--- src/sv/upr_pkg.sv ---
// ----------------------------------------------------------------------------
// upr_pkg: shared types and constants of the ultrasonic pair ranging sequencer
// Register codes, field widths, sequencer phases, steer codes and the beat
// records that travel between the sequencer, the echo lanes and the merge stage.
// ----------------------------------------------------------------------------
package upr_pkg;

  // Number of sensor pairs visited in one sweep
  localparam int unsigned PAIRS = 5;
  localparam int unsigned PAIR_W = 3;
  localparam int unsigned TRIG_W = 8;
  localparam int unsigned CHAN_W = 4;

  localparam int unsigned TIME_W = 16;
  localparam int unsigned TRIGT_W = 8;
  localparam int unsigned GAP_W = 20;
  localparam int unsigned SCALE_W = 16;
  localparam int unsigned DIST_W = 19;
  localparam int unsigned PROD_W = TIME_W + SCALE_W;
  localparam int unsigned DIST_SHIFT = 8;
  localparam int unsigned CFG_IDX_W = 3;
  localparam int unsigned CFG_DATA_W = 20;

  // Trigger lines of the pairs that exist, all idle
  localparam logic [TRIG_W-1:0] IDLE_MASK = TRIG_W'((1 << PAIRS) - 1);
  localparam logic [CHAN_W-1:0] PAIRS_CHAN = CHAN_W'(PAIRS);
  localparam logic [DIST_W-1:0] DIST_MAX = '1;

  // Register reset values
  localparam logic [TIME_W-1:0] TIMEOUT_RST = 16'd15000;
  localparam logic [TRIGT_W-1:0] TRIGGER_RST = 8'd5;
  localparam logic [GAP_W-1:0] GAP_RST = 20'd200000;
  localparam logic [SCALE_W-1:0] SCALE_RST = 16'd1114;
  localparam logic [CHAN_W-1:0] WATCH_RST = 4'd8;
  localparam logic [DIST_W-1:0] NEAR_RST = 19'd2048;
  localparam logic [DIST_W-1:0] FAR_RST = 19'd2304;

  typedef enum logic [CFG_IDX_W-1:0] {
    REG_TIMEOUT = 3'd0,
    REG_TRIGGER = 3'd1,
    REG_GAP     = 3'd2,
    REG_SCALE   = 3'd3,
    REG_WATCH   = 3'd4,
    REG_NEAR    = 3'd5,
    REG_FAR     = 3'd6
  } reg_idx_e;

  typedef enum logic [2:0] {
    PH_TRIGGER = 3'b001,
    PH_LISTEN  = 3'b010,
    PH_GAP     = 3'b100
  } phase_e;

  typedef enum logic [1:0] {
    STEER_RIGHT = 2'd0,
    STEER_AHEAD = 2'd1,
    STEER_LEFT  = 2'd2
  } steer_e;

  typedef struct packed {
    logic [TIME_W-1:0]  timeout_ticks;
    logic [TRIGT_W-1:0] trigger_ticks;
    logic [GAP_W-1:0]   gap_ticks;
    logic [SCALE_W-1:0] distance_scale;
    logic [CHAN_W-1:0]  watch_channel;
    logic [DIST_W-1:0]  near_threshold;
    logic [DIST_W-1:0]  far_threshold;
  } cfg_t;

  // Per-beat record from the sequencer
  typedef struct packed {
    logic [TRIG_W-1:0] trig;
    logic              done;
    logic [PAIR_W-1:0] idx;
    logic              sweep;
  } tick_t;

  // Lane controls
  typedef struct packed {
    logic tick;    // beat accepted
    logic sample;  // echo level is watched this beat
    logic clear;   // pair finished, restart stamps
    logic adv;     // width stage moves into distance stage
  } lane_ctl_t;

  typedef struct packed {
    logic [TRIG_W-1:0] trigger_lines;
    logic              pair_done;
    logic [PAIR_W-1:0] pair_index;
    logic [TIME_W-1:0] width_a;
    logic [TIME_W-1:0] width_b;
    logic [DIST_W-1:0] distance_a;
    logic [DIST_W-1:0] distance_b;
    logic              sweep_done;
    logic [1:0]        steer;
  } res_t;

endpackage

--- src/sv/upr_if.sv ---
// ----------------------------------------------------------------------------
// upr_if: handshake channels of the ranging sequencer
// Echo tick input, result output and register write channel.
// ----------------------------------------------------------------------------
interface upr_in_if;
  logic valid;
  logic ready;
  logic echo_a;
  logic echo_b;
  modport source (output valid, echo_a, echo_b, input ready);
  modport sink (input valid, echo_a, echo_b, output ready);
endinterface

interface upr_out_if;
  logic                         valid;
  logic                         ready;
  logic [upr_pkg::TRIG_W-1:0]   trigger_lines;
  logic                         pair_done;
  logic [upr_pkg::PAIR_W-1:0]   pair_index;
  logic [upr_pkg::TIME_W-1:0]   width_a;
  logic [upr_pkg::TIME_W-1:0]   width_b;
  logic [upr_pkg::DIST_W-1:0]   distance_a;
  logic [upr_pkg::DIST_W-1:0]   distance_b;
  logic                         sweep_done;
  logic [1:0]                   steer;
  modport source (output valid, trigger_lines, pair_done, pair_index, width_a, width_b,
                  distance_a, distance_b, sweep_done, steer, input ready);
  modport sink (input valid, trigger_lines, pair_done, pair_index, width_a, width_b,
                distance_a, distance_b, sweep_done, steer, output ready);
endinterface

interface upr_cfg_if;
  logic                            valid;
  logic                            ready;
  logic [upr_pkg::CFG_IDX_W-1:0]   index;
  logic [upr_pkg::CFG_DATA_W-1:0]  data;
  modport source (output valid, index, data, input ready);
  modport sink (input valid, index, data, output ready);
endinterface

--- src/sv/upr_seq.sv ---
// ----------------------------------------------------------------------------
// upr_seq: pair sequencer
// Walks trigger, listen and gap phases one beat at a time, keeps the elapsed
// and gap counters, and decides when a pair and a sweep are finished.
// ----------------------------------------------------------------------------
module upr_seq (
  input  logic                        clk_i,
  input  logic                        rst_ni,
  input  logic                        accept_i,
  input  upr_pkg::cfg_t               cfg_i,
  input  logic                        ended_a_i,
  input  logic                        ended_b_i,
  output logic [upr_pkg::TIME_W-1:0]  stamp_o,
  output logic                        sample_o,
  output logic                        clear_o,
  output upr_pkg::tick_t              tick_o
);

  upr_pkg::phase_e                   phase_q, phase_d;
  logic [upr_pkg::PAIR_W-1:0]        pair_q, pair_d;
  logic [upr_pkg::TIME_W-1:0]        elapsed_q, elapsed_d, elapsed_inc;
  logic [upr_pkg::GAP_W-1:0]         gap_q, gap_d, gap_inc;
  logic                              timed_out, fin, last_pair;

  // Saturating counter steps
  assign elapsed_inc = (elapsed_q != '1) ? elapsed_q + 1'b1 : elapsed_q;
  assign gap_inc = (gap_q != '1) ? gap_q + 1'b1 : gap_q;
  assign last_pair = ({1'b0, pair_q} + 4'd1) >= 4'(upr_pkg::PAIRS);
  assign timed_out = elapsed_q >= cfg_i.timeout_ticks;
  assign stamp_o = elapsed_q;

  // Next phase and beat record
  always_comb begin
    phase_d = phase_q;
    pair_d = pair_q;
    elapsed_d = elapsed_q;
    gap_d = gap_q;
    sample_o = 1'b0;
    clear_o = 1'b0;
    fin = 1'b0;
    tick_o = '{trig: upr_pkg::IDLE_MASK, done: 1'b0, idx: pair_q, sweep: 1'b0};
    unique case (phase_q)
      upr_pkg::PH_TRIGGER: begin
        tick_o.trig = upr_pkg::IDLE_MASK & ~(upr_pkg::TRIG_W'(1) << pair_q);
        elapsed_d = elapsed_inc;
        if (elapsed_inc >= {8'd0, cfg_i.trigger_ticks}) begin
          phase_d = upr_pkg::PH_LISTEN;
        end
      end
      upr_pkg::PH_LISTEN: begin
        sample_o = !timed_out;
        fin = timed_out || (ended_a_i && ended_b_i);
        elapsed_d = elapsed_inc;
        if (fin) begin
          tick_o.done = 1'b1;
          clear_o = 1'b1;
          elapsed_d = '0;
          phase_d = upr_pkg::PH_TRIGGER;
          if (last_pair) begin
            tick_o.sweep = 1'b1;
            pair_d = '0;
            gap_d = '0;
            if (cfg_i.gap_ticks != '0) begin
              phase_d = upr_pkg::PH_GAP;
            end
          end else begin
            pair_d = pair_q + 1'b1;
          end
        end
      end
      upr_pkg::PH_GAP: begin
        tick_o.idx = '0;
        gap_d = gap_inc;
        if (gap_inc >= cfg_i.gap_ticks) begin
          pair_d = '0;
          elapsed_d = '0;
          clear_o = 1'b1;
          phase_d = upr_pkg::PH_TRIGGER;
        end
      end
      default: begin
        phase_d = upr_pkg::PH_TRIGGER;
      end
    endcase
  end

  // Advance on each accepted beat
  always_ff @(posedge clk_i or negedge rst_ni) begin
    if (!rst_ni) begin
      phase_q <= upr_pkg::PH_TRIGGER;
      pair_q <= '0;
      elapsed_q <= '0;
      gap_q <= '0;
    end else if (accept_i) begin
      phase_q <= phase_d;
      pair_q <= pair_d;
      elapsed_q <= elapsed_d;
      gap_q <= gap_d;
    end
  end

endmodule

--- src/sv/upr_lane.sv ---
// ----------------------------------------------------------------------------
// upr_lane: one echo lane
// Stamps the rising and falling edge of the echo, forms the pulse width and
// scales it to a saturated Q8 distance in a registered multiply stage.
// ----------------------------------------------------------------------------
module upr_lane (
  input  logic                        clk_i,
  input  logic                        rst_ni,
  input  upr_pkg::lane_ctl_t          ctl_i,
  input  logic                        level_i,
  input  logic [upr_pkg::TIME_W-1:0]  stamp_i,
  input  upr_pkg::cfg_t               cfg_i,
  output logic                        ended_o,
  output logic [upr_pkg::TIME_W-1:0]  width_o,
  output logic [upr_pkg::DIST_W-1:0]  distance_o
);

  logic                              started_q, started_d, ended_q, ended_d;
  logic [upr_pkg::TIME_W-1:0]        start_q, start_d, end_q, end_d;
  logic [upr_pkg::TIME_W-1:0]        width_s0, width1_q, width2_q;
  logic [upr_pkg::PROD_W-1:0]        product;
  logic [upr_pkg::PROD_W-upr_pkg::DIST_SHIFT-1:0] scaled;
  logic [upr_pkg::DIST_W-1:0]        dist_sat, dist2_q;

  // Edge stamping for this beat
  always_comb begin
    started_d = started_q;
    ended_d = ended_q;
    start_d = start_q;
    end_d = end_q;
    if (ctl_i.sample) begin
      if (!started_q) begin
        if (level_i) begin
          start_d = stamp_i;
          started_d = 1'b1;
        end
      end else if (!ended_q && !level_i) begin
        end_d = stamp_i;
        ended_d = 1'b1;
      end
    end
  end

  assign ended_o = ended_d;
  assign width_s0 = ended_d ? end_d - start_d : cfg_i.timeout_ticks;

  // Hold stamps, drop them when the pair finishes
  always_ff @(posedge clk_i or negedge rst_ni) begin
    if (!rst_ni) begin
      started_q <= 1'b0;
      ended_q <= 1'b0;
      start_q <= '0;
      end_q <= '0;
    end else if (ctl_i.tick) begin
      if (ctl_i.clear) begin
        started_q <= 1'b0;
        ended_q <= 1'b0;
        start_q <= '0;
        end_q <= '0;
      end else begin
        started_q <= started_d;
        ended_q <= ended_d;
        start_q <= start_d;
        end_q <= end_d;
      end
    end
  end

  // Scale width to distance and saturate
  assign product = width1_q * cfg_i.distance_scale;
  assign scaled = product[upr_pkg::PROD_W-1:upr_pkg::DIST_SHIFT];
  assign dist_sat =
    (scaled > {{(upr_pkg::PROD_W-upr_pkg::DIST_SHIFT-upr_pkg::DIST_W){1'b0}},
               upr_pkg::DIST_MAX})
    ? upr_pkg::DIST_MAX : scaled[upr_pkg::DIST_W-1:0];

  // Width and distance stages
  always_ff @(posedge clk_i) begin
    if (ctl_i.tick) begin
      width1_q <= width_s0;
    end
    if (ctl_i.adv) begin
      width2_q <= width1_q;
      dist2_q <= dist_sat;
    end
  end

  assign width_o = width2_q;
  assign distance_o = dist2_q;

endmodule

--- src/sv/upr_merge.sv ---
// ----------------------------------------------------------------------------
// upr_merge: merge stage
// Combines both lanes with the beat record, tracks the watched distance and
// forms the steer code at the end of a sweep into the result register.
// ----------------------------------------------------------------------------
module upr_merge (
  input  logic                        clk_i,
  input  logic                        rst_ni,
  input  logic                        adv_i,
  input  upr_pkg::tick_t              tick_i,
  input  upr_pkg::cfg_t               cfg_i,
  input  logic [upr_pkg::TIME_W-1:0]  width_a_i,
  input  logic [upr_pkg::TIME_W-1:0]  width_b_i,
  input  logic [upr_pkg::DIST_W-1:0]  distance_a_i,
  input  logic [upr_pkg::DIST_W-1:0]  distance_b_i,
  output upr_pkg::res_t               res_o
);

  logic [upr_pkg::DIST_W-1:0]  watched_q, watched_d;
  logic [upr_pkg::CHAN_W-1:0]  chan_a, chan_b;
  upr_pkg::res_t               res_d, res_q;

  assign chan_a = {1'b0, tick_i.idx};
  assign chan_b = chan_a + upr_pkg::PAIRS_CHAN;

  // Pick the watched channel and steer
  always_comb begin
    watched_d = watched_q;
    if (tick_i.done) begin
      if (cfg_i.watch_channel == chan_a) begin
        watched_d = distance_a_i;
      end else if (cfg_i.watch_channel == chan_b) begin
        watched_d = distance_b_i;
      end
    end
    res_d.trigger_lines = tick_i.trig;
    res_d.pair_done = tick_i.done;
    res_d.pair_index = tick_i.idx;
    res_d.width_a = tick_i.done ? width_a_i : '0;
    res_d.width_b = tick_i.done ? width_b_i : '0;
    res_d.distance_a = tick_i.done ? distance_a_i : '0;
    res_d.distance_b = tick_i.done ? distance_b_i : '0;
    res_d.sweep_done = tick_i.sweep;
    res_d.steer = upr_pkg::STEER_RIGHT;
    if (tick_i.sweep) begin
      if (watched_d < cfg_i.near_threshold) begin
        res_d.steer = upr_pkg::STEER_RIGHT;
      end else if (watched_d < cfg_i.far_threshold) begin
        res_d.steer = upr_pkg::STEER_AHEAD;
      end else begin
        res_d.steer = upr_pkg::STEER_LEFT;
      end
    end
  end

  // Hold the watched distance across beats
  always_ff @(posedge clk_i or negedge rst_ni) begin
    if (!rst_ni) begin
      watched_q <= '0;
    end else if (adv_i) begin
      watched_q <= watched_d;
    end
  end

  // Result register
  always_ff @(posedge clk_i) begin
    if (adv_i) begin
      res_q <= res_d;
    end
  end

  assign res_o = res_q;

endmodule

--- src/sv/ultrasonic_pair_ranging_sequencer_unit.sv ---
// ----------------------------------------------------------------------------
// ultrasonic_pair_ranging_sequencer_unit: ultrasonic pair ranging sequencer
// Top level: register file, beat pipeline, sequencer, two echo lanes, merge.
// ----------------------------------------------------------------------------
// One input beat is one microsecond tick carrying both echo levels, and every
// beat gives exactly one result beat. A new beat is taken every clock cycle
// unless the result channel stalls the pipeline; the result passes through the
// sequencer stage, the width-times-scale multiply stage in each lane and the
// merge register. Ready stalls only as far back as the pipeline is full.
// Registers may be written only while no beat is in flight; the write port is
// always ready. There is no clearing pass after reset.
module ultrasonic_pair_ranging_sequencer_unit (
  input  logic         clk_i,
  input  logic         rst_ni,
  upr_in_if.sink       in_i,
  upr_out_if.source    out_o,
  upr_cfg_if.sink      cfg_i
);

  upr_pkg::cfg_t              cfg_q;
  logic                       v1_q, v2_q, v3_q;
  logic                       r1, r2, r3;
  logic                       accept, adv2, adv3;
  logic                       ended_a, ended_b, sample, clear;
  logic [upr_pkg::TIME_W-1:0] stamp;
  upr_pkg::tick_t             tick_s0, tick1_q, tick2_q;
  upr_pkg::lane_ctl_t         lane_ctl;
  logic [upr_pkg::TIME_W-1:0] width_a, width_b;
  logic [upr_pkg::DIST_W-1:0] dist_a, dist_b;
  upr_pkg::res_t              res;

  // Register writes
  assign cfg_i.ready = 1'b1;

  always_ff @(posedge clk_i or negedge rst_ni) begin
    if (!rst_ni) begin
      cfg_q.timeout_ticks <= upr_pkg::TIMEOUT_RST;
      cfg_q.trigger_ticks <= upr_pkg::TRIGGER_RST;
      cfg_q.gap_ticks <= upr_pkg::GAP_RST;
      cfg_q.distance_scale <= upr_pkg::SCALE_RST;
      cfg_q.watch_channel <= upr_pkg::WATCH_RST;
      cfg_q.near_threshold <= upr_pkg::NEAR_RST;
      cfg_q.far_threshold <= upr_pkg::FAR_RST;
    end else if (cfg_i.valid) begin
      unique case (cfg_i.index)
        upr_pkg::REG_TIMEOUT: cfg_q.timeout_ticks <= cfg_i.data[upr_pkg::TIME_W-1:0];
        upr_pkg::REG_TRIGGER: cfg_q.trigger_ticks <= cfg_i.data[upr_pkg::TRIGT_W-1:0];
        upr_pkg::REG_GAP:     cfg_q.gap_ticks <= cfg_i.data[upr_pkg::GAP_W-1:0];
        upr_pkg::REG_SCALE:   cfg_q.distance_scale <= cfg_i.data[upr_pkg::SCALE_W-1:0];
        upr_pkg::REG_WATCH:   cfg_q.watch_channel <= cfg_i.data[upr_pkg::CHAN_W-1:0];
        upr_pkg::REG_NEAR:    cfg_q.near_threshold <= cfg_i.data[upr_pkg::DIST_W-1:0];
        upr_pkg::REG_FAR:     cfg_q.far_threshold <= cfg_i.data[upr_pkg::DIST_W-1:0];
        default: ;
      endcase
    end
  end

  // Pipeline flow control
  assign r3 = !v3_q || out_o.ready;
  assign r2 = !v2_q || r3;
  assign r1 = !v1_q || r2;
  assign in_i.ready = r1;
  assign accept = in_i.valid && r1;
  assign adv2 = v1_q && r2;
  assign adv3 = v2_q && r3;

  always_ff @(posedge clk_i or negedge rst_ni) begin
    if (!rst_ni) begin
      v1_q <= 1'b0;
      v2_q <= 1'b0;
      v3_q <= 1'b0;
    end else begin
      if (r1) v1_q <= in_i.valid;
      if (r2) v2_q <= v1_q;
      if (r3) v3_q <= v2_q;
    end
  end

  // Beat record stages
  always_ff @(posedge clk_i) begin
    if (accept) tick1_q <= tick_s0;
    if (adv2) tick2_q <= tick1_q;
  end

  upr_seq u_seq (
    .clk_i     (clk_i),
    .rst_ni    (rst_ni),
    .accept_i  (accept),
    .cfg_i     (cfg_q),
    .ended_a_i (ended_a),
    .ended_b_i (ended_b),
    .stamp_o   (stamp),
    .sample_o  (sample),
    .clear_o   (clear),
    .tick_o    (tick_s0)
  );

  assign lane_ctl = '{tick: accept, sample: sample, clear: clear, adv: adv2};

  upr_lane u_lane_a (
    .clk_i      (clk_i),
    .rst_ni     (rst_ni),
    .ctl_i      (lane_ctl),
    .level_i    (in_i.echo_a),
    .stamp_i    (stamp),
    .cfg_i      (cfg_q),
    .ended_o    (ended_a),
    .width_o    (width_a),
    .distance_o (dist_a)
  );

  upr_lane u_lane_b (
    .clk_i      (clk_i),
    .rst_ni     (rst_ni),
    .ctl_i      (lane_ctl),
    .level_i    (in_i.echo_b),
    .stamp_i    (stamp),
    .cfg_i      (cfg_q),
    .ended_o    (ended_b),
    .width_o    (width_b),
    .distance_o (dist_b)
  );

  upr_merge u_merge (
    .clk_i        (clk_i),
    .rst_ni       (rst_ni),
    .adv_i        (adv3),
    .tick_i       (tick2_q),
    .cfg_i        (cfg_q),
    .width_a_i    (width_a),
    .width_b_i    (width_b),
    .distance_a_i (dist_a),
    .distance_b_i (dist_b),
    .res_o        (res)
  );

  // Result beat
  assign out_o.valid = v3_q;
  assign out_o.trigger_lines = res.trigger_lines;
  assign out_o.pair_done = res.pair_done;
  assign out_o.pair_index = res.pair_index;
  assign out_o.width_a = res.width_a;
  assign out_o.width_b = res.width_b;
  assign out_o.distance_a = res.distance_a;
  assign out_o.distance_b = res.distance_b;
  assign out_o.sweep_done = res.sweep_done;
  assign out_o.steer = res.steer;

endmodule

--- src/flat_wrapper.sv ---
// flat-port wrapper written by rule: the top's interface ports become plain ports
module ultrasonic_pair_ranging_sequencer_unit_flat 
  (clk_i, rst_ni, in_i_valid, in_i_echo_a, in_i_echo_b, in_i_ready, out_o_valid, out_o_trigger_lines, out_o_pair_done, out_o_pair_index, out_o_width_a, out_o_width_b, out_o_distance_a, out_o_distance_b, out_o_sweep_done, out_o_steer, out_o_ready, cfg_i_valid, cfg_i_index, cfg_i_data, cfg_i_ready);
  upr_in_if in_i_i ();
  upr_out_if out_o_i ();
  upr_cfg_if cfg_i_i ();
  input  logic clk_i;
  input  logic rst_ni;
  input wire logic [$bits(in_i_i.valid)-1:0] in_i_valid;
  input wire logic [$bits(in_i_i.echo_a)-1:0] in_i_echo_a;
  input wire logic [$bits(in_i_i.echo_b)-1:0] in_i_echo_b;
  output wire logic [$bits(in_i_i.ready)-1:0] in_i_ready;
  output wire logic [$bits(out_o_i.valid)-1:0] out_o_valid;
  output wire logic [$bits(out_o_i.trigger_lines)-1:0] out_o_trigger_lines;
  output wire logic [$bits(out_o_i.pair_done)-1:0] out_o_pair_done;
  output wire logic [$bits(out_o_i.pair_index)-1:0] out_o_pair_index;
  output wire logic [$bits(out_o_i.width_a)-1:0] out_o_width_a;
  output wire logic [$bits(out_o_i.width_b)-1:0] out_o_width_b;
  output wire logic [$bits(out_o_i.distance_a)-1:0] out_o_distance_a;
  output wire logic [$bits(out_o_i.distance_b)-1:0] out_o_distance_b;
  output wire logic [$bits(out_o_i.sweep_done)-1:0] out_o_sweep_done;
  output wire logic [$bits(out_o_i.steer)-1:0] out_o_steer;
  input wire logic [$bits(out_o_i.ready)-1:0] out_o_ready;
  input wire logic [$bits(cfg_i_i.valid)-1:0] cfg_i_valid;
  input wire logic [$bits(cfg_i_i.index)-1:0] cfg_i_index;
  input wire logic [$bits(cfg_i_i.data)-1:0] cfg_i_data;
  output wire logic [$bits(cfg_i_i.ready)-1:0] cfg_i_ready;
  assign in_i_i.valid = in_i_valid;
  assign in_i_i.echo_a = in_i_echo_a;
  assign in_i_i.echo_b = in_i_echo_b;
  assign in_i_ready = in_i_i.ready;
  assign out_o_valid = out_o_i.valid;
  assign out_o_trigger_lines = out_o_i.trigger_lines;
  assign out_o_pair_done = out_o_i.pair_done;
  assign out_o_pair_index = out_o_i.pair_index;
  assign out_o_width_a = out_o_i.width_a;
  assign out_o_width_b = out_o_i.width_b;
  assign out_o_distance_a = out_o_i.distance_a;
  assign out_o_distance_b = out_o_i.distance_b;
  assign out_o_sweep_done = out_o_i.sweep_done;
  assign out_o_steer = out_o_i.steer;
  assign out_o_i.ready = out_o_ready;
  assign cfg_i_i.valid = cfg_i_valid;
  assign cfg_i_i.index = cfg_i_index;
  assign cfg_i_i.data = cfg_i_data;
  assign cfg_i_ready = cfg_i_i.ready;
  ultrasonic_pair_ranging_sequencer_unit u_core (.clk_i(clk_i), .rst_ni(rst_ni), .in_i(in_i_i), .out_o(out_o_i), .cfg_i(cfg_i_i));
endmodule
--- config.mk ---
export PLATFORM = sky130hd
export DESIGN_NAME = ultrasonic_pair_ranging_sequencer_unit_flat
export DESIGN_NICKNAME = d
export VERILOG_FILES = /design/src/sv/upr_pkg.sv /design/src/sv/upr_if.sv /design/src/sv/upr_seq.sv /design/src/sv/upr_lane.sv /design/src/sv/upr_merge.sv /design/src/sv/ultrasonic_pair_ranging_sequencer_unit.sv /design/src/flat_wrapper.sv
export SDC_FILE = /design/constraint.sdc
export NUM_CORES = 2
export LEC_CHECK = 0
export BUFFER_PORTS_ARGS = -buffer_cell sky130_fd_sc_hd__buf_4
export CAP_MARGIN = 20
export CORE_UTILIZATION = 50
export DETAILED_ROUTE_END_ITERATION = 16
export PLACE_DENSITY = 0.77
export RECOVER_POWER = 25
export SLEW_MARGIN = 20
export SYNTH_ARGS = -nofsm -noshare
export SYNTH_HDL_FRONTEND = slang
export SYNTH_SLANG_ARGS = --single-unit
--- constraint.sdc ---
create_clock -name clk_i -period 6.7 [get_ports clk_i]
set_input_delay 0.335 -clock clk_i [delete_from_list [all_inputs] [get_ports clk_i]]
set_output_delay 0.335 -clock clk_i [all_outputs]
set_load 0.02 [all_outputs]
* Word-level counts from Yosys, hierarchy flattened
Index checks and enable logic that the tools add are counted.
** Storage, ports and cells
- Register bits :: 447
- Bits in latches :: 0
- Memory bits (writable) :: 0
- ROM bits :: 0
- Input port bits :: 30
- Output and inout bits :: 88
- Logic and storage cells :: 182
- Memories :: 0
** Cells by class
- Add/subtract/negate cells :: 7
- $mul :: 2
- Div/mod/pow operators :: 0
- Magnitude comparators :: 8
- Eq/ne operators :: 17
- Shift operators :: 1
- Mux-type cells :: 61
- Bitwise logic cells :: 2
- Reduce and logical (&&, ||, !) cells :: 37
** Operators with widths (number)
- two-way mux 16 bit :: 21
- multiplier 16 x 16 -> 32 bit :: 2
- two-way mux 20 bit :: 3
- two-way mux 19 bit :: 3
- greater-than comparator 24 x 19 -> 1 bit (second input constant) :: 2
- one-hot mux 16 bit (3 select lines) :: 1
- one-hot mux 20 bit (2 select lines) :: 1
- less-than comparator 19 bit :: 2
- subtractor 16 bit :: 2
- two-way mux 3 bit :: 8
- adder 20 x 1 -> 20 bit (second input constant) :: 1
- >= comparator 20 bit :: 1
- two-way mux 1 bit :: 20
- inequality test 20 bit (second input constant) :: 1
- nonzero test 20 bit :: 1
- AND reduction 2 bit :: 9
- adder 16 x 1 -> 16 bit (second input constant) :: 1
- >= comparator 16 bit :: 1
- >= comparator 16 x 8 -> 1 bit :: 1
- inequality test 16 bit (second input constant) :: 1
- equality test 3 bit (second input constant) :: 4
- AND reduction 4 bit :: 3
- equality test 3 x 2 -> 1 bit (second input constant) :: 3
- one-hot mux 3 bit (3 select lines) :: 1
- other kinds (22) :: 42

* Longest topological paths before layout
- Depth after elaboration :: 11
- Depth in mapped cells :: 26
- Gate-level depth less buffers :: 23

* Hierarchy
A second synthesis with hierarchy kept.
** Unflattened totals
- Cell total of the unflattened synthesis :: 3894
- Area total of the unflattened synthesis :: 39360.2 um^2
** By module, submodules not included
- upr_lane at u_core.u_lane_a :: instances 1, cells each 1384, area each 12707.2 um^2
- upr_lane at u_core.u_lane_b :: instances 1, cells each 1341, area each 12492.0 um^2
- upr_merge :: instances 1, cells each 409, area each 5246.3 um^2
- ultrasonic_pair_ranging_sequencer_unit :: instances 1, cells each 262, area each 4809.6 um^2
- upr_seq :: instances 1, cells each 498, area each 4105.2 um^2

* Least setup slack after synthesis
No wires, ideal clock.
- Path kind :: register -> register
- Start :: reg u_core.cfg_q[43] (netlist name)
- End :: reg u_core.u_lane_a.dist2_q (netlist bit u_core.u_lane_a.distance_o[10]), data pin
- Setup time :: 0.255 ns
- Arrival time :: 6.418 ns
- Required time :: 6.445 ns
- Slack :: 0.027 ns
- Stages on the path, launching flop included :: 23
- Buffers on the path :: 2
- Period minus slack after synthesis :: 6.673 ns
- Path through :: dfstp_2 -> clkbuf_1 -> nand2_1 -> fa_1 -> fa_1 -> fa_1 -> fa_1 -> inv_1 -> fa_1 -> inv_1 -> fa_1 -> inv_1 -> ha_1 -> nand3_2 -> nor2_1 -> a2111oi_2 -> o311ai_2 -> a21oi_2 -> o31ai_2 -> or3_1 -> a211oi_4 -> buf_6 -> nand2_1
** On the way
- Cells in the longest elaborated chain, start to end :: 2
** Ends and longest elaborated chain
- start, declared :: RTL line ultrasonic_pair_ranging_sequencer_unit.sv:20 : upr_pkg::cfg_t cfg_q;
- multiplier 16 x 16 -> 32 bit (*) :: RTL line upr_lane.sv:70 : assign product = width1_q * cfg_i.distance_scale;
- greater-than comparator 24 x 19 -> 1 bit :: RTL line upr_lane.sv:73 : (scaled > {{(upr_pkg::PROD_W-upr_pkg::DIST_SHIFT-upr_pkg::DIST_W){1'b0}},
- end signal, assigned :: RTL line upr_lane.sv:84 : dist2_q <= dist_sat;
- end, declared :: RTL line upr_lane.sv:23 : logic [upr_pkg::DIST_W-1:0] dist_sat, dist2_q;
Every way passes the cells marked *; elsewhere a longest branch is shown, timed or not.
A chain may end at the register's enable or synchronous reset.

* Worst setup path in the final report
- Start :: reg u_core.cfg_q[43] (netlist name)
- End :: reg u_core.u_lane_a.dist2_q (netlist bit u_core.u_lane_a.distance_o[6]), data pin
Same word-level chain as after synthesis.

==> metrics <==
status finished, violations left; failing checks max-capacitance violations, max-slew violations; element type at the critical path start register; max frequency 0.152 GHz; Sink Count 438; placed wire-length estimate 76000 um; synthesis-to-finish area growth 12.7%; core footprint 76200 um^2; antenna violations before repair 7; total wire length 101000 um; row count 101; commonest non-fill, non-tap cell in the layout inv_1; number of global-route vias before repair 28900; Async SR Flop Fraction 53.4%; Ys Warns 0; chip height 280 um; Worst Hold Depth 3; CTS H-Tree Depth 2; wire length on met3 7770 um; Slew Limit Fails 33; 1st-pass router iterations 6; Worst-path clk slew 0.06 ns; Clock Skew 0.0235 ns; Final min period 6.57 ns; Worst Path Required 7.03 ns; Worst EP arrival 6.90 ns; setup_tns 0 ns; Final Wtd Congestion 0.948; Max clock buf depth 3; clk root buf clkbuf_16; initial DRC count 2675; pre-CTS WS -0.101 ns; Total GRT Usage 25.5%; GRT overflow 0; Die W 280 um; Ports 118; Routed Antenna Nets 0; cts bufs inserted 45; nets@finish 4856; Synth cell types 87; Skew-Pair Late Insertion Delay 0.60 ns; most used cell along the critical path fa_1; EDFF count, synth 204; final hold violation count 0; leading cell types in the layout, fill and taps excluded inv_1, nand2_1, fa_1; critical path's slowest cell dfstp_2; final non-filler cell total 5186; Worst-Margin Slew 1.52 ns; period utilization 98.0%; setup ws final 0.132 ns; Max Used Layer met5; via density per instance 5.59; Post-Syn Instances 3954; Starting Density 50.7%; Critical Path Fanout Max 6; largest net degree at the start of global routing 108; RSZ-0062 raised after global routing yes; Cell Area, Synth 38600 um^2; Worst R2R Path Depth 22; slowest stage delay, CP 0.59 ns; Finished Core Util 57.1%; Slew HR -1.01%; Hold Crit Class in -> reg; first-pass GRT wire length 157000 um; number of synthesized register bits 438; met1 wire length 41800 um; placed cells 5050; max-cap viol count 1; most frequently used flop master after synthesis dfrtp_1; Fillers 6253; Setup-failing EPs final 0; CP cell instances buf_4 > nand2_1 > fa_1 > fa_1 > fa_1 > inv_1 > fa_1 > fa_1 > inv_1 > fa_1 > inv_1 > ha_4 > a211oi_4 > o21bai_4 > nor3_2 > o311ai_2 > a21oi_2 > o31ai_2 > or3_4 > a211oi_4 > buf_2 > nand2_1; Worst setup EP type register; vias 29000; IO Port Bufs 113; WL met2 46900 um; Seq/Total Area, Yosys 31.1%; mean post-synth cell area 9.77 um^2; Wirelength per Cell 19.4 um; crit path kind reg -> reg; DRC 0; share of layout cells above drive strength 1 14.0%; CTS tree done; die area 78400 um^2
==> registers in the layout, summed over array words and instances (netlist names), 3 cells and up <==
| register | flops |
|---|---|
| u_core.u_seq.pair_q | 3 |
| u_core.u_seq.stamp_o | 16 |
| u_core.u_seq.phase_q | 3 |
| u_core.tick1_q | 10 |
| u_core.u_lane_a.end_q | 16 |
| u_core.u_lane_b.distance_o | 19 |
| u_core.u_lane_a.width1_q | 16 |
| u_core.u_lane_a.width_o | 16 |
| u_core.tick2_q | 10 |
| u_core.u_merge.res_o | 82 |
| u_core.u_merge.watched_q | 19 |
| u_core.u_seq.gap_q | 20 |
| u_core.u_lane_b.width1_q | 16 |
| u_core.u_lane_b.start_q | 16 |
| u_core.u_lane_a.distance_o | 19 |
| u_core.u_lane_a.start_q | 16 |
| u_core.u_lane_b.end_q | 16 |
| u_core.u_lane_b.width_o | 16 |
| u_core.cfg_q | 102 |
==> worst max-delay path, delay by kind of cell, from the launching register on <==
| kind | cells | cell delay, ns |
|---|---|---|
| flops | 1 | 0.59 |
| compound gates | 6 | 1.22 |
| buf+inv | 5 | 0.54 |
| fa+ha+maj | 7 | 3.27 |
| simple gates | 4 | 0.69 |
==> through the flow <==
step	hold slack [ns]	instance area, um^2
after global routing	0.0222	43500
after floorplan	0.0394	38600
final	0.0187	43500
after CTS	0.00555	42800
after global placement	0.404	41300
after detailed placement	0.405	41300
==> repair_timing <==
action                                  CTS  global route
gates resized for setup                  12            75
endpoints found under the hold margin    89             0
hold buffers                              3             0
cloned                                    0             7
pin swaps                                 3            30
buffers inserted                          4            35
endpoints found under the setup margin   36            38
==> cell usage after synthesis, types with 40 or more instances <==
master / number / share of area, %
a21oi_1: 129 / 1.7
fa_1: 388 / 20
clkbuf_1: 163 / 1.6
a21o_1: 49 / 0.95
xnor2_1: 54 / 1.2
and2_1: 329 / 5.3
o21ai_0: 160 / 2.1
mux2_2: 112 / 3.3
nor2_1: 124 / 1.2
inv_1: 601 / 5.8
o31ai_1: 54 / 1.0
ha_1: 320 / 10
nand2_1: 566 / 5.5
edfxtp_1: 204 / 16
dfrtp_1: 209 / 14
nor3_1: 40 / 0.52
==> kinds of logic (layout without fill, tap and decap cells) <==
kind of cell | after synthesis | count (layout) | share of synthesized area (%)
AO/OA/AOI/OAI | 544 | 547 | 8.96
XOR/XNOR | 89 | 89 | 2.02
buffers and inverters | 785 | 981 | 7.71
multiplexers | 144 | 144 | 4.09
flip-flops | 438 | 438 | 31.1
adder cells (fa/ha/maj) | 708 | 708 | 30.5
other | 2 | 5 | 0.0194
AND/OR/NAND/NOR | 1244 | 1244 | 15.6
==> layout make-up <==
cell class / instances / area [um^2] / area share (%)
clock inverters: 30 / 256 / 0.589
clock buffers: 54 / 1180 / 2.71
inverters: 602 / 2260 / 5.20
flip-flops and latches: 438 / 12000 / 27.6
repair buffers: 295 / 2490 / 5.73
diodes: 1 / 2.50 / 0.00575
multi-input cells: 2736 / 24000 / 55.2
well taps: 1030 / 1290 / 2.96
==> worst paths after layout <==
| path | startpoint | to | slack [ns] |
|---|---|---|---|
| max reg2reg | u_core.cfg_q[43]$_DFFE_PN1P_ | u_core.u_lane_a.distance_o[6]$_SDFFCE_PN1P_ | 0.13 |
| max in group asynchronous | rst_ni | u_core.cfg_q[47]$_DFFE_PN0P_ | 4.80 |
| max | u_core.cfg_q[43]$_DFFE_PN1P_ | u_core.u_lane_a.distance_o[6]$_SDFFCE_PN1P_ | 0.13 |
| min | cfg_i_data[16] | u_core.cfg_q[74]$_DFFE_PN1P_ | 0.02 |
| min reg2reg | u_core.tick1_q[3]$_SDFFCE_PP0P_ | u_core.tick2_q[3]$_DFFE_PP_ | 0.42 |
| min in group asynchronous | rst_ni | u_core.cfg_q[36]$_DFFE_PN0P_ | 0.36 |
==> layer usage <==
layer / track usage, % / vias to the layer above
met4: 10.3 / 6
met3: 3.96 / 230
met5: 0 / -
li1: - / 13200
met2: 41.0 / 1192
met1: 34.7 / 14400
Power is left out: the tool's default activity adds up to more than one toggle a clock period on the data nets, which glitch-free logic cannot reach.
